**config.mk**
```make
export PLATFORM = sky130hd
export DESIGN_NAME = lcaw_ctrl
export DESIGN_NICKNAME = d
export VERILOG_FILES = /design/src/design/lcaw_pkg.sv /design/src/design/lcaw_ctrl.sv
export VERILOG_INCLUDE_DIRS = /design/src /design/src/design
export SDC_FILE = /design/constraint.sdc
export NUM_CORES = 1
export LEC_CHECK = 0
export BUFFER_PORTS_ARGS = -buffer_cell sky130_fd_sc_hd__clkbuf_2
export CAP_MARGIN = 30
export CELL_PAD_IN_SITES_DETAIL_PLACEMENT = 0
export CELL_PAD_IN_SITES_GLOBAL_PLACEMENT = 2
export CORE_ASPECT_RATIO = 1.2
export CORE_MARGIN = 2
export CORE_UTILIZATION = 17
export CTS_CLUSTER_SIZE = 20
export DETAILED_ROUTE_END_ITERATION = 12
export PLACE_DENSITY = 0.68
export SYNTH_ARGS = -nofsm -noshare
export SYNTH_HDL_FRONTEND = slang
export SYNTH_SLANG_ARGS = --single-unit
```
**constraint.sdc**
```tcl
create_clock -name clk -period 1.9 [get_ports clk]
set_clock_uncertainty 0.2 [all_clocks]
set_input_delay 0.57 -clock clk [delete_from_list [all_inputs] [get_ports clk]]
set_output_delay 0.57 -clock clk [all_outputs]
set_load 0.05 [all_outputs]
```
**src/design/lowest_common_ancestor_walk_unit_assert.svh**
```systemverilog
// Assertion helpers shared by the walk unit modules.
`ifndef LOWEST_COMMON_ANCESTOR_WALK_UNIT_ASSERT_SVH
`define LOWEST_COMMON_ANCESTOR_WALK_UNIT_ASSERT_SVH

// Same-cycle implication, disabled while reset is asserted.
`define LCAW_ASSERT_IMPLY(label, clk_sig, rstn_sig, ante, cons, msg) \
    label: assert property (@(posedge clk_sig) disable iff (!(rstn_sig)) \
        (ante) |-> (cons)) else $error(msg);

// Next-cycle implication, disabled while reset is asserted.
`define LCAW_ASSERT_NEXT(label, clk_sig, rstn_sig, ante, cons, msg) \
    label: assert property (@(posedge clk_sig) disable iff (!(rstn_sig)) \
        (ante) |=> (cons)) else $error(msg);

`endif

```
**src/design/lcaw_pkg.sv**
```systemverilog
package lcaw_pkg;

    localparam int NODE_W = 12;

    typedef logic [NODE_W-1:0] node_t;

    typedef enum logic
    {
        REQ_LOAD  = 1'b0,
        REQ_QUERY = 1'b1
    } req_t;

    typedef enum logic [2:0]
    {
        ST_INIT,
        ST_IDLE,
        ST_MARK,
        ST_SETUP_B,
        ST_SEARCH,
        ST_SETUP_A,
        ST_UNMARK,
        ST_DONE
    } state_t;

    typedef enum logic [2:0]
    {
        NODE_HOLD    = 3'd0,
        NODE_IN      = 3'd1,
        NODE_SAVED_A = 3'd2,
        NODE_SAVED_B = 3'd3,
        NODE_PARENT  = 3'd4
    } node_sel_t;

    // Commands from controller to datapath
    typedef struct packed
    {
        node_sel_t node_sel;
        logic      step_clr;
        logic      step_inc;
        logic      mark_we;
        logic      mark_val;
        logic      par_load_we;
        logic      init_we;
        logic      query_start;
        logic      set_hit;
        logic      out_load;
    } dp_cmd_t;

    // Status from datapath to controller
    typedef struct packed
    {
        logic init_last;
        logic in_a_zero;
        logic a_zero;
        logic b_zero;
        logic walk_end;
        logic cur_marked;
        logic out_free;
    } dp_stat_t;

endpackage

```
**src/design/lcaw_ctrl.sv**
```systemverilog
`include "lowest_common_ancestor_walk_unit_assert.svh"

module lcaw_ctrl
    import lcaw_pkg::*;
(
    input  logic     clk,
    input  logic     rst_n,
    input  logic     in_valid,
    input  logic     req_type,
    output logic     in_stall,
    output dp_cmd_t  cmd,
    input  dp_stat_t stat
);

    state_t state_reg;
    state_t state_next;

    // State register
    always_ff @(posedge clk or negedge rst_n)
    begin
        if (!rst_n)
        begin
            state_reg <= ST_INIT;
        end
        else
        begin
            state_reg <= state_next;
        end
    end

    // Next state and datapath commands
    always_comb
    begin
        state_next = state_reg;
        cmd        = '0;
        in_stall   = 1'b1;
        unique case (state_reg)
            ST_INIT:
            begin
                cmd.init_we = 1'b1;
                if (stat.init_last)
                begin
                    state_next = ST_IDLE;
                end
            end
            ST_IDLE:
            begin
                in_stall = 1'b0;
                if (in_valid)
                begin
                    if (req_type == REQ_LOAD)
                    begin
                        cmd.par_load_we = 1'b1;
                    end
                    else
                    begin
                        cmd.node_sel    = NODE_IN;
                        cmd.step_clr    = 1'b1;
                        cmd.query_start = 1'b1;
                        state_next      = stat.in_a_zero ? ST_SETUP_B : ST_MARK;
                    end
                end
            end
            ST_MARK:
            begin
                cmd.mark_we  = 1'b1;
                cmd.mark_val = 1'b1;
                cmd.step_inc = 1'b1;
                cmd.node_sel = NODE_PARENT;
                if (stat.walk_end)
                begin
                    state_next = ST_SETUP_B;
                end
            end
            ST_SETUP_B:
            begin
                cmd.node_sel = NODE_SAVED_B;
                cmd.step_clr = 1'b1;
                state_next   = stat.b_zero ? ST_SETUP_A : ST_SEARCH;
            end
            ST_SEARCH:
            begin
                if (stat.cur_marked)
                begin
                    cmd.set_hit = 1'b1;
                    state_next  = ST_SETUP_A;
                end
                else
                begin
                    cmd.step_inc = 1'b1;
                    cmd.node_sel = NODE_PARENT;
                    if (stat.walk_end)
                    begin
                        state_next = ST_SETUP_A;
                    end
                end
            end
            ST_SETUP_A:
            begin
                cmd.node_sel = NODE_SAVED_A;
                cmd.step_clr = 1'b1;
                state_next   = stat.a_zero ? ST_DONE : ST_UNMARK;
            end
            ST_UNMARK:
            begin
                cmd.mark_we  = 1'b1;
                cmd.mark_val = 1'b0;
                cmd.step_inc = 1'b1;
                cmd.node_sel = NODE_PARENT;
                if (stat.walk_end)
                begin
                    state_next = ST_DONE;
                end
            end
            ST_DONE:
            begin
                if (stat.out_free)
                begin
                    cmd.out_load = 1'b1;
                    state_next   = ST_IDLE;
                end
            end
            default:
            begin
                state_next = ST_INIT;
            end
        endcase
    end

    `LCAW_ASSERT_IMPLY(a_load_only_idle, clk, rst_n, cmd.par_load_we, state_reg == ST_IDLE,
        "parent table written outside idle")
    `LCAW_ASSERT_IMPLY(a_mark_only_walk, clk, rst_n, cmd.mark_we,
        state_reg == ST_MARK || state_reg == ST_UNMARK, "mark written outside a marking walk")
    `LCAW_ASSERT_NEXT(a_query_starts_walk, clk, rst_n,
        state_reg == ST_IDLE && in_valid && req_type == REQ_QUERY,
        state_reg == ST_MARK || state_reg == ST_SETUP_B, "query did not start a walk")

endmodule

```
==> results of run 1 <==
## worst reg2reg max path: cells and delay by family (launching register included)
| family | cells | cell delay (ns) |
|---|---|---|
| buffers and inverters | 3 | 0.40 |
| AOI/OAI and AO/OA | 2 | 0.52 |
| DFF | 1 | 0.44 |
## cell usage after synthesis
| master | count | share of area [%] |
|---|---|---|
| nand2_1 | 2 | 2.6 |
| a21oi_1 | 4 | 6.8 |
| dfrtp_1 | 3 | 26 |
| o32a_1 | 1 | 3.4 |
| and2_1 | 1 | 2.1 |
| xor2_1 | 1 | 3.0 |
| o22a_1 | 1 | 3.0 |
| buf_6 | 2 | 7.7 |
| a211oi_1 | 1 | 2.6 |
| o211ai_2 | 1 | 4.3 |
| and4_1 | 2 | 6.0 |
| nor2_1 | 5 | 6.4 |
| buf_2 | 1 | 1.7 |
| nor2b_1 | 3 | 6.4 |
| nand2b_1 | 1 | 2.1 |
| nor3b_1 | 2 | 5.1 |
| xnor2_1 | 1 | 3.0 |
| or2_1 | 1 | 2.1 |
| nor3_1 | 1 | 1.7 |
| nor4b_1 | 1 | 3.0 |
| inv_1 | 1 | 1.3 |
## logic make-up after synthesis
family	synth area share (%)
simple gates	37.6
compound gates	20.1
buf+inv	10.7
flops	25.6
xor+xnor	5.98
## worst paths after layout
path                                       endpoint  depth (start not counted)
min in group clk           state_reg[0]$_DFFE_PN0P_                          3
setup / recovery                             cmd[8]                          4
hold reg to reg            state_reg[1]$_DFFE_PN0P_                          3
hold / removal             state_reg[0]$_DFFE_PN0P_                          2
setup reg to reg           state_reg[0]$_DFFE_PN0P_                          5
max in group asynchronous  state_reg[2]$_DFFE_PN0P_                          2
## what timing repair did
item | 4_1_cts | 5_1_grt
gates resized for setup | 40 | 12
endpoints found under the setup margin | 13 | 13
hold endpoints to repair | 3 | 0
buffers inserted | 4 | 2
pin swaps | 5 | 0
hold buffers | 1 | 0
## through the flow
stage	util, %	power, mW
after floorplan	-	0.930
after global placement	40.8	1.28
after detailed placement	40.8	1.29
after CTS	56.9	1.83
after global routing	59.5	2.03
final	59.5	1.93
## cells in the final DEF, fill, tap and decap left out, types with 3 or more instances in the layout
master	n
buf_6	6
buf_4	17
clkbuf_4	3
clkbuf_16	4
dfrtp_2	3
clkbuf_2	10
a21oi_1	3
buf_8	8
## where the power goes
| part | internal, mW | switching [mW] | leakage (nW) | total (mW) |
|---|---|---|---|---|
| sequential | 0.101 | 0.0593 | 0.0301 | 0.160 |
| clock | 0.0787 | 0.0321 | 0.0150 | 0.111 |
| combinational | 0.911 | 0.751 | 0.404 | 1.66 |
| total | 1.09 | 0.843 | 0.449 | 1.93 |
## cell type report
cell class	instances	area [sq um]	share of cell area [%]
repair buffers	49	529	54.9
multi-input cells	29	304	31.5
flip-flops and latches	3	78.8	8.17
clock buffers	4	26.3	2.72
well taps	18	22.5	2.33
inverters	1	3.75	0.389
## per-layer routing
layer  wire length (um)  part of all wire (%)
met4                  0                     0
met1                382                    36
met3                 38                   3.6
met5                  0                     0
met2                648                    61
==> impl_metrics.csv, run 1 <==
group,metric,value,unit
timing,fin_hold_ws,0.473,ns
timing,setup_ws,-0.273,ns
critical_path,critPathKind,"flop to output pin",
finish,largest_reg_flops,3,
floorplanning,die_area,0.00207,sq mm
pwr,leakagePower,0.449,nW
clock_network,htree_levels,1,
finish,stdcell_area,965,sq um
finish,drive_gt1_share,82.6,%
clock_network,cts_tree,"yes",
clock_network,cts_buffer_depth,2,
critical_path,r2r_start,"state_reg[2]$_DFFE_PN0P_",
clock_network,clock_sinks,3,
floorplanning,initial_utilization,18.1,%
placed_design,place_worst_setup_slack,-0.282,ns
synth,yosys_warnings,0,
timing,maxSlewViolCount,0,
placed_design,dp_cells,93,
synth,synth_area_per_cell,8.13,sq um
pwr,ir_drop,0.000876,V
synth,seq_area_frac_synth,25.6,%
timing,period_share,114,%
drt,drtIter0Drc,0,
drt,totalWireLength,1.07,mm
drt,drcViolationCount,0,
timing,rsz0062_at_grt,"yes",
floorplanning,fp.dieW,41.9,um
critical_path,required,1.13,ns
drt,viasPerCell,4.28,
global_routing,antenna_found_initial,0,
clock_network,clk_pin_slew,0.04,ns
outcome,violations,"negative setup slack",
drt,dr.pass1.iters,1,
global_routing,grt_use_met1,11.6,%
synth,syn_nets,47,
global_routing,grt_pass1_vias,491,
floorplanning,die_h,49.5,um
synth,syn_area,293,sq um
critical_path,worstPathArrival,1.40,ns
drt,dr_total_vias,445,
drt,antenna_left,0,
floorplanning,row_count,16,
critical_path,worstPathCellList,"xor2_2 > and2_4 > or2_4 > clkbuf_16",
critical_path,path_delay_family,"flip-flops",
global_routing,grtUsageMet2,23.4,%
timing,worstMarginPinSlew,0.201,ns
floorplanning,ios,24,
finish,area_growth,229,%
min_path,hold_class,"primary input to asynchronous set/reset pin",
pwr,power_density,2000,mW/mm^2
finish,n_fill_cell,136,
critical_path,max_stage_delay,0.44,ns
critical_path,reg2reg_slack,0.23,ns
placed_design,placed_area,662,sq um
global_routing,grt.total_usage,11.6,%
timing,max_freq,460,MHz
synth,ys_seq_elements,3,
finish,fin_cells,104,
global_routing,grt_use_met3,3.30,%
critical_path,critPathBufInv,1,
finish,antenna_cells,0,
placed_design,port_buffers,23,
critical_path,cp_slowest_cell,"dfrtp_2",
timing,setup_tns,-1.89,ns
synth,synth_cell_types,21,
timing,setup_viol,12,
finish,num-nets-final,98,
timing,hold_viol,0,
timing,post-route-min-period,2.17,ns
critical_path,end_kind,"output pin",
global_routing,grt.busiest_layer,"met2",
global_routing,grt_pass1_wl,1.89,mm
placed_design,place_congestion,0.654,
clock_network,cts_inserted_buffers,3,
synth,synthCells,36,
placed_design,hpwlAfterDp,775,um
critical_path,crit_path_start,"state_reg[2]$_DFFE_PN0P_",
critical_path,critPathLaunchType,"flop",
global_routing,grt_max_degree,9,
floorplanning,coreArea,0.00162,sq mm
flow_run,maxCapViolCount,0,
clock_network,clk_latency,0.23,ns
drt,post_drt_wl_per_cell,10.3,um
outcome,outcome,"finished with violations",
clock_network,clockRootBuffer,"clkbuf_4",
critical_path,cp_max_fo,4,
global_routing,overflow,0,
timing,slew_headroom,86.5,%
No activity file was read; power rests on OpenSTA's default activity.
==> run 2: changes to the inputs <==
Settings changed: PLACE_DENSITY 0.68 to default, PLACE_DENSITY_LB_ADDON from default to 0.1.
==> run 2 against run 1 <==
  * The run still ends with negative setup slack left
  * Critical path depth did not move
  * Clock power barely moved
  * Sequential share of layout area barely moved
  * Non-clock buffer count up 2
  * Setup slack improved by 0.020 ns
  * Clock-buffer cell count unchanged
  * Global-route usage increased by 0.77 points
  * Cell count up 1.9%
  * First-iteration DRC count increased by 3
  * Sequential cell count unchanged
  * Wire length rose by 15%
==> impl_metrics.csv, run 2 (synthesis gave the netlist of run 1 again) <==
group,metric,value,unit
critical_path,critPathLaunchType,"flop",
placed_design,place_congestion,0.765,
global_routing,grt.total_usage,12.4,%
finish,largest_reg_flops,3,
drt,post_drt_wl_per_cell,11.6,um
floorplanning,die_area,0.00207,sq mm
timing,hold_viol,0,
outcome,violations,"negative setup slack",
clock_network,cts_buffer_depth,2,
clock_network,clockRootBuffer,"clkbuf_4",
placed_design,dp_cells,86,
drt,antenna_left,0,
finish,drive_gt1_share,83.0,%
min_path,hold_class,"primary input to asynchronous set/reset pin",
floorplanning,initial_utilization,18.1,%
global_routing,grt_max_degree,9,
outcome,outcome,"finished with violations",
pwr,ir_drop,0.00102,V
global_routing,grt.busiest_layer,"met2",
finish,num-nets-final,100,
timing,setup_viol,13,
clock_network,htree_levels,1,
timing,max_freq,465,MHz
flow_run,maxCapViolCount,0,
drt,totalWireLength,1.23,mm
timing,maxSlewViolCount,0,
clock_network,cts_tree,"yes",
timing,setup_ws,-0.252,ns
floorplanning,row_count,16,
placed_design,port_buffers,23,
drt,drtIter0Drc,3,
finish,final_common_cell,"buf_4",
drt,dr_total_vias,459,
pwr,total_power,1.92,mW
floorplanning,ios,24,
critical_path,worstPathArrival,1.38,ns
timing,period_share,113,%
global_routing,grt_pass1_vias,454,
clock_network,clk_pin_slew,0.04,ns
timing,fin_hold_ws,0.466,ns
global_routing,antenna_found_initial,0,
timing,slew_headroom,80.1,%
critical_path,cp_max_fo,4,
pwr,power_density,1990,mW/mm^2
finish,area_growth,230,%
clock_network,clk_latency,0.23,ns
clock_network,clock_sinks,3,
timing,worstMarginPinSlew,0.299,ns
pwr,leakagePower,0.452,nW
drt,drcViolationCount,0,
critical_path,critPathKind,"flop to output pin",
drt,viasPerCell,4.33,
critical_path,required,1.13,ns
finish,final_cell_mix,"buf_4, clkbuf_2, buf_6",
global_routing,grt_pass1_wl,1.89,mm
clock_network,cts_inserted_buffers,3,
critical_path,end_kind,"output pin",
floorplanning,coreArea,0.00162,sq mm
floorplanning,fp.dieW,41.9,um
timing,post-route-min-period,2.15,ns
finish,antenna_cells,0,
timing,rsz0062_at_grt,"yes",
placed_design,hpwlAfterDp,759,um
global_routing,grt_use_met1,9.64,%
floorplanning,die_h,49.5,um
global_routing,grtUsageMet2,25.8,%
finish,fin_cells,106,
global_routing,overflow,0,
drt,dr.pass1.iters,2,
global_routing,grt_use_met3,3.66,%
## run 2: cell count changes in the layout (fill, tap and decap cells not counted)
cell      delta
a21oi_2      +1
xor2_1       +1
buf_12       +1
clkbuf_2     +2
clkbuf_8     -1
buf_8        -3
a21oi_1      -1
xor2_2       -1
buf_6        +3
## run 2: final timing paths
path | startpoint | end | slack (ns) | depth (start not counted)
worst max-delay path | state_reg[2]$_DFFE_PN0P_ | cmd[8] | -0.25 | 4
worst min-delay path | rst_n | state_reg[1]$_DFFE_PN0P_ | 0.47 | 2
worst max register to register | state_reg[1]$_DFFE_PN0P_ | state_reg[0]$_DFFE_PN0P_ | 0.04 | 7
worst min register to register | state_reg[0]$_DFFE_PN0P_ | state_reg[0]$_DFFE_PN0P_ | 0.58 | 2
max in group asynchronous | rst_n | state_reg[0]$_DFFE_PN0P_ | 0.92 | 2
min in group clk | stat[6] | state_reg[0]$_DFFE_PN0P_ | 0.50 | 3
## run 2: final cells by class
type	instances	area [sq um]
clock buffer	4	26.3
multi-input combinational	29	300
inverter	1	3.75
tap	18	22.5
fill	140	656
timing repair buffer	51	534
sequential	3	78.8
## run 2: routing by layer
layer / share of wire [%] / vias up
met5: 0 / -
met1: 32 / 210
li1: - / 233
met2: 63 / 16
met3: 5.5 / 0
met4: 0 / 0
## run 2: where the power goes
group,leakage (nW),switching (mW),internal [mW],total [mW]
registers,0.0301,0.0522,0.101,0.153
clock network,0.0150,0.0323,0.0787,0.111
logic,0.407,0.772,0.886,1.66
total,0.452,0.857,1.07,1.92
## run 2: timing repair
action                                  CTS  global route
buffers inserted                         10             6
hold endpoints to repair                  3             0
gates resized for setup                  36            10
pin swaps                                 7             5
hold buffers                              1             0
endpoints found under the setup margin   13            13
## run 2: per-stage QoR
stage / worst slack [ns] / instance area, sq um / utilization [%] / setup TNS (ns)
finish: -0.252 / 966 / 59.6 / -2.28
global route: -0.309 / 966 / 59.6 / -3.04
CTS: -0.288 / 910 / 56.1 / -2.33
detailed placement: -0.281 / 624 / 38.5 / -1.15
global placement: -0.255 / 624 / 38.5 / -1.03
floorplan: -0.195 / 388 / - / -0.749
## run 2: worst max-delay path, stage by stage, from the launching register on
cell and delay [ns]:
dfrtp_2 0.43, xor2_1 0.16, and2_4 0.16, or2_4 0.23, clkbuf_16 0.17
==> run 3: changes to the inputs <==
Settings changed: BUFFER_PORTS_ARGS -buffer_cell sky130_fd_sc_hd__clkbuf_2 to -buffer_cell sky130_fd_sc_hd__buf_2.
==> run 3 against run 2 <==
  * The run still ends with negative setup slack left
  * Fmax up 1.6%
  * Setup slack gained 0.035 ns
  * Core utilization shrank 9.0 points
  * Die area did not move
  * Sequential share of layout area increased by 1.4 points
  * Final area shrank 15%
  * Hold slack lost 0.0048 ns
  * Register-to-register slack improved by 0.28 ns
  * Critical path type unchanged
  * Critical endpoint unchanged
  * Highest routed layer unchanged
==> impl_metrics.csv, run 3 (synthesis gave the netlist of run 1 again) <==
group,metric,value,unit
global_routing,overflow,0,
finish,seqCellArea,78.8,sq um
outcome,violations,"negative setup slack",
placed_design,dp_cells,88,
min_path,hold_class,"primary input to asynchronous set/reset pin",
pwr,leakagePower,0.373,nW
global_routing,grt_max_degree,9,
drt,drcViolationCount,0,
finish,multi_input_area,305,sq um
finish,num-nets-final,90,
global_routing,grt.total_usage,11.8,%
critical_path,required,1.13,ns
critical_path,end_kind,"output pin",
timing,setup_tns,-1.31,ns
timing,slew_headroom,86.2,%
timing,post-route-min-period,2.12,ns
clock_network,clock_sinks,3,
placed_design,port_buffers,23,
floorplanning,ios,24,
floorplanning,initial_utilization,18.1,%
timing,max_freq,472,MHz
timing,rsz0062_at_grt,"yes",
critical_path,cp_slowest_cell,"dfrtp_2",
timing,worstMarginPinSlew,0.206,ns
drt,dr.pass1.iters,2,
drt,drtIter0Drc,2,
critical_path,cp_max_fo,3,
critical_path,critPathLaunchType,"flop",
drt,dr_total_vias,420,
global_routing,antenna_found_initial,0,
critical_path,critPathKind,"flop to output pin",
finish,area_growth,180,%
finish,antenna_cells,0,
pwr,ir_drop,0.000839,V
floorplanning,fp.dieW,41.9,um
finish,largest_reg_flops,3,
timing,setup_ws,-0.218,ns
placed_design,hpwlAfterDp,810,um
floorplanning,die_h,49.5,um
critical_path,max_stage_delay,0.43,ns
drt,antenna_left,0,
drt,post_drt_wl_per_cell,10.8,um
drt,viasPerCell,4.38,
floorplanning,die_area,0.00207,sq mm
clock_network,clockRootBuffer,"clkbuf_4",
placed_design,place_congestion,0.792,
finish,final_cell_mix,"buf_6, buf_2, buf_4",
floorplanning,row_count,16,
critical_path,worstPathCellList,"xor2_1 > and2_4 > or2_4 > buf_8",
timing,maxSlewViolCount,0,
finish,fin_cells,96,
clock_network,cts_tree,"yes",
finish,final_common_cell,"buf_6",
clock_network,cts_inserted_buffers,3,
pwr,power_density,1990,mW/mm^2
floorplanning,coreArea,0.00162,sq mm
drt,totalWireLength,1.04,mm
critical_path,worstPathArrival,1.35,ns
finish,n_fill_cell,166,
timing,hold_viol,0,
clock_network,clk_latency,0.23,ns
clock_network,htree_levels,1,
outcome,outcome,"finished with violations",
flow_run,maxCapViolCount,0,
finish,drive_gt1_share,82.1,%
timing,period_share,111,%
global_routing,grt_pass1_vias,435,
global_routing,grt_pass1_wl,1.81,mm
clock_network,clk_pin_slew,0.04,ns
timing,setup_viol,11,
placed_design,placed_area,609,sq um
finish,stdcell_area,821,sq um
clock_network,cts_buffer_depth,2,
==> run 3: cell types whose count changed in the layout (fill, tap and decap cells not counted), moves of 2 or more <==
| cell | delta |
|---|---|
| buf_12 | -2 |
| buf_2 | +10 |
| clkbuf_2 | -12 |
| buf_4 | -7 |
| buf_6 | +6 |
| clkbuf_16 | -4 |
==> run 3: worst max-delay path, delay by kind of cell (launching register included) <==
family / cells / cell delay (ns)
simple gates: 2 / 0.37
xor+xnor: 1 / 0.16
flops: 1 / 0.43
buf+inv: 1 / 0.15
==> run 3: repair_timing <==
action / 4_1_cts / 5_1_grt
setup endpoints to repair: 13 / 13
cloned: 0 / 0
hold buffers: 1 / 0
pin swaps: 2 / 5
endpoints found under the hold margin: 3 / 0
setup buffers: 0 / 3
gates resized for setup: 30 / 19
==> run 3: worst paths after layout <==
path	startpoint	endpoint	slack, ns	cells after the start
min	rst_n	state_reg[1]$_DFFE_PN0P_	0.46	2
max	state_reg[2]$_DFFE_PN0P_	cmd[8]	-0.22	4
min reg2reg	state_reg[0]$_DFFE_PN0P_	state_reg[0]$_DFFE_PN0P_	0.53	2
min in group clk	stat[6]	state_reg[0]$_DFFE_PN0P_	0.52	3
max reg2reg	state_reg[1]$_DFFE_PN0P_	state_reg[0]$_DFFE_PN0P_	0.32	4
max in group asynchronous	rst_n	state_reg[2]$_DFFE_PN0P_	0.92	2
==> run 3: final cells by class <==
class	instances	area share [%]
clock buffers	4	3.20
inverters	1	0.457
multi-input cells	29	37.2
flip-flops and latches	3	9.60
well taps	18	2.74
repair buffers	41	46.8
==> run 3: power by group <==
part,switching (mW),internal (mW)
Sequential,0.0506,0.101
Combinational,0.723,0.649
Clock,0.0319,0.0786
Total,0.806,0.829
==> run 3: layer usage <==
| metal | share of wire [%] | global-route usage (%) |
|---|---|---|
| met1 | 36 | 11.6 |
| met2 | 58 | 21.9 |
| met3 | 6.0 | 2.20 |
| met4 | 0 | 8.06 |
| met5 | 0 | 0 |
==> run 3: per-stage QoR <==
step	total power, mW	hold slack (ns)	setup slack [ns]	utilization (%)
after global placement	1.20	0.163	-0.196	37.6
after global routing	1.73	0.461	-0.266	50.6
final	1.63	0.461	-0.218	50.6
after CTS	1.53	0.457	-0.221	45.8
after detailed placement	1.21	0.166	-0.227	37.6
after floorplan	0.930	0.0744	-0.195	-
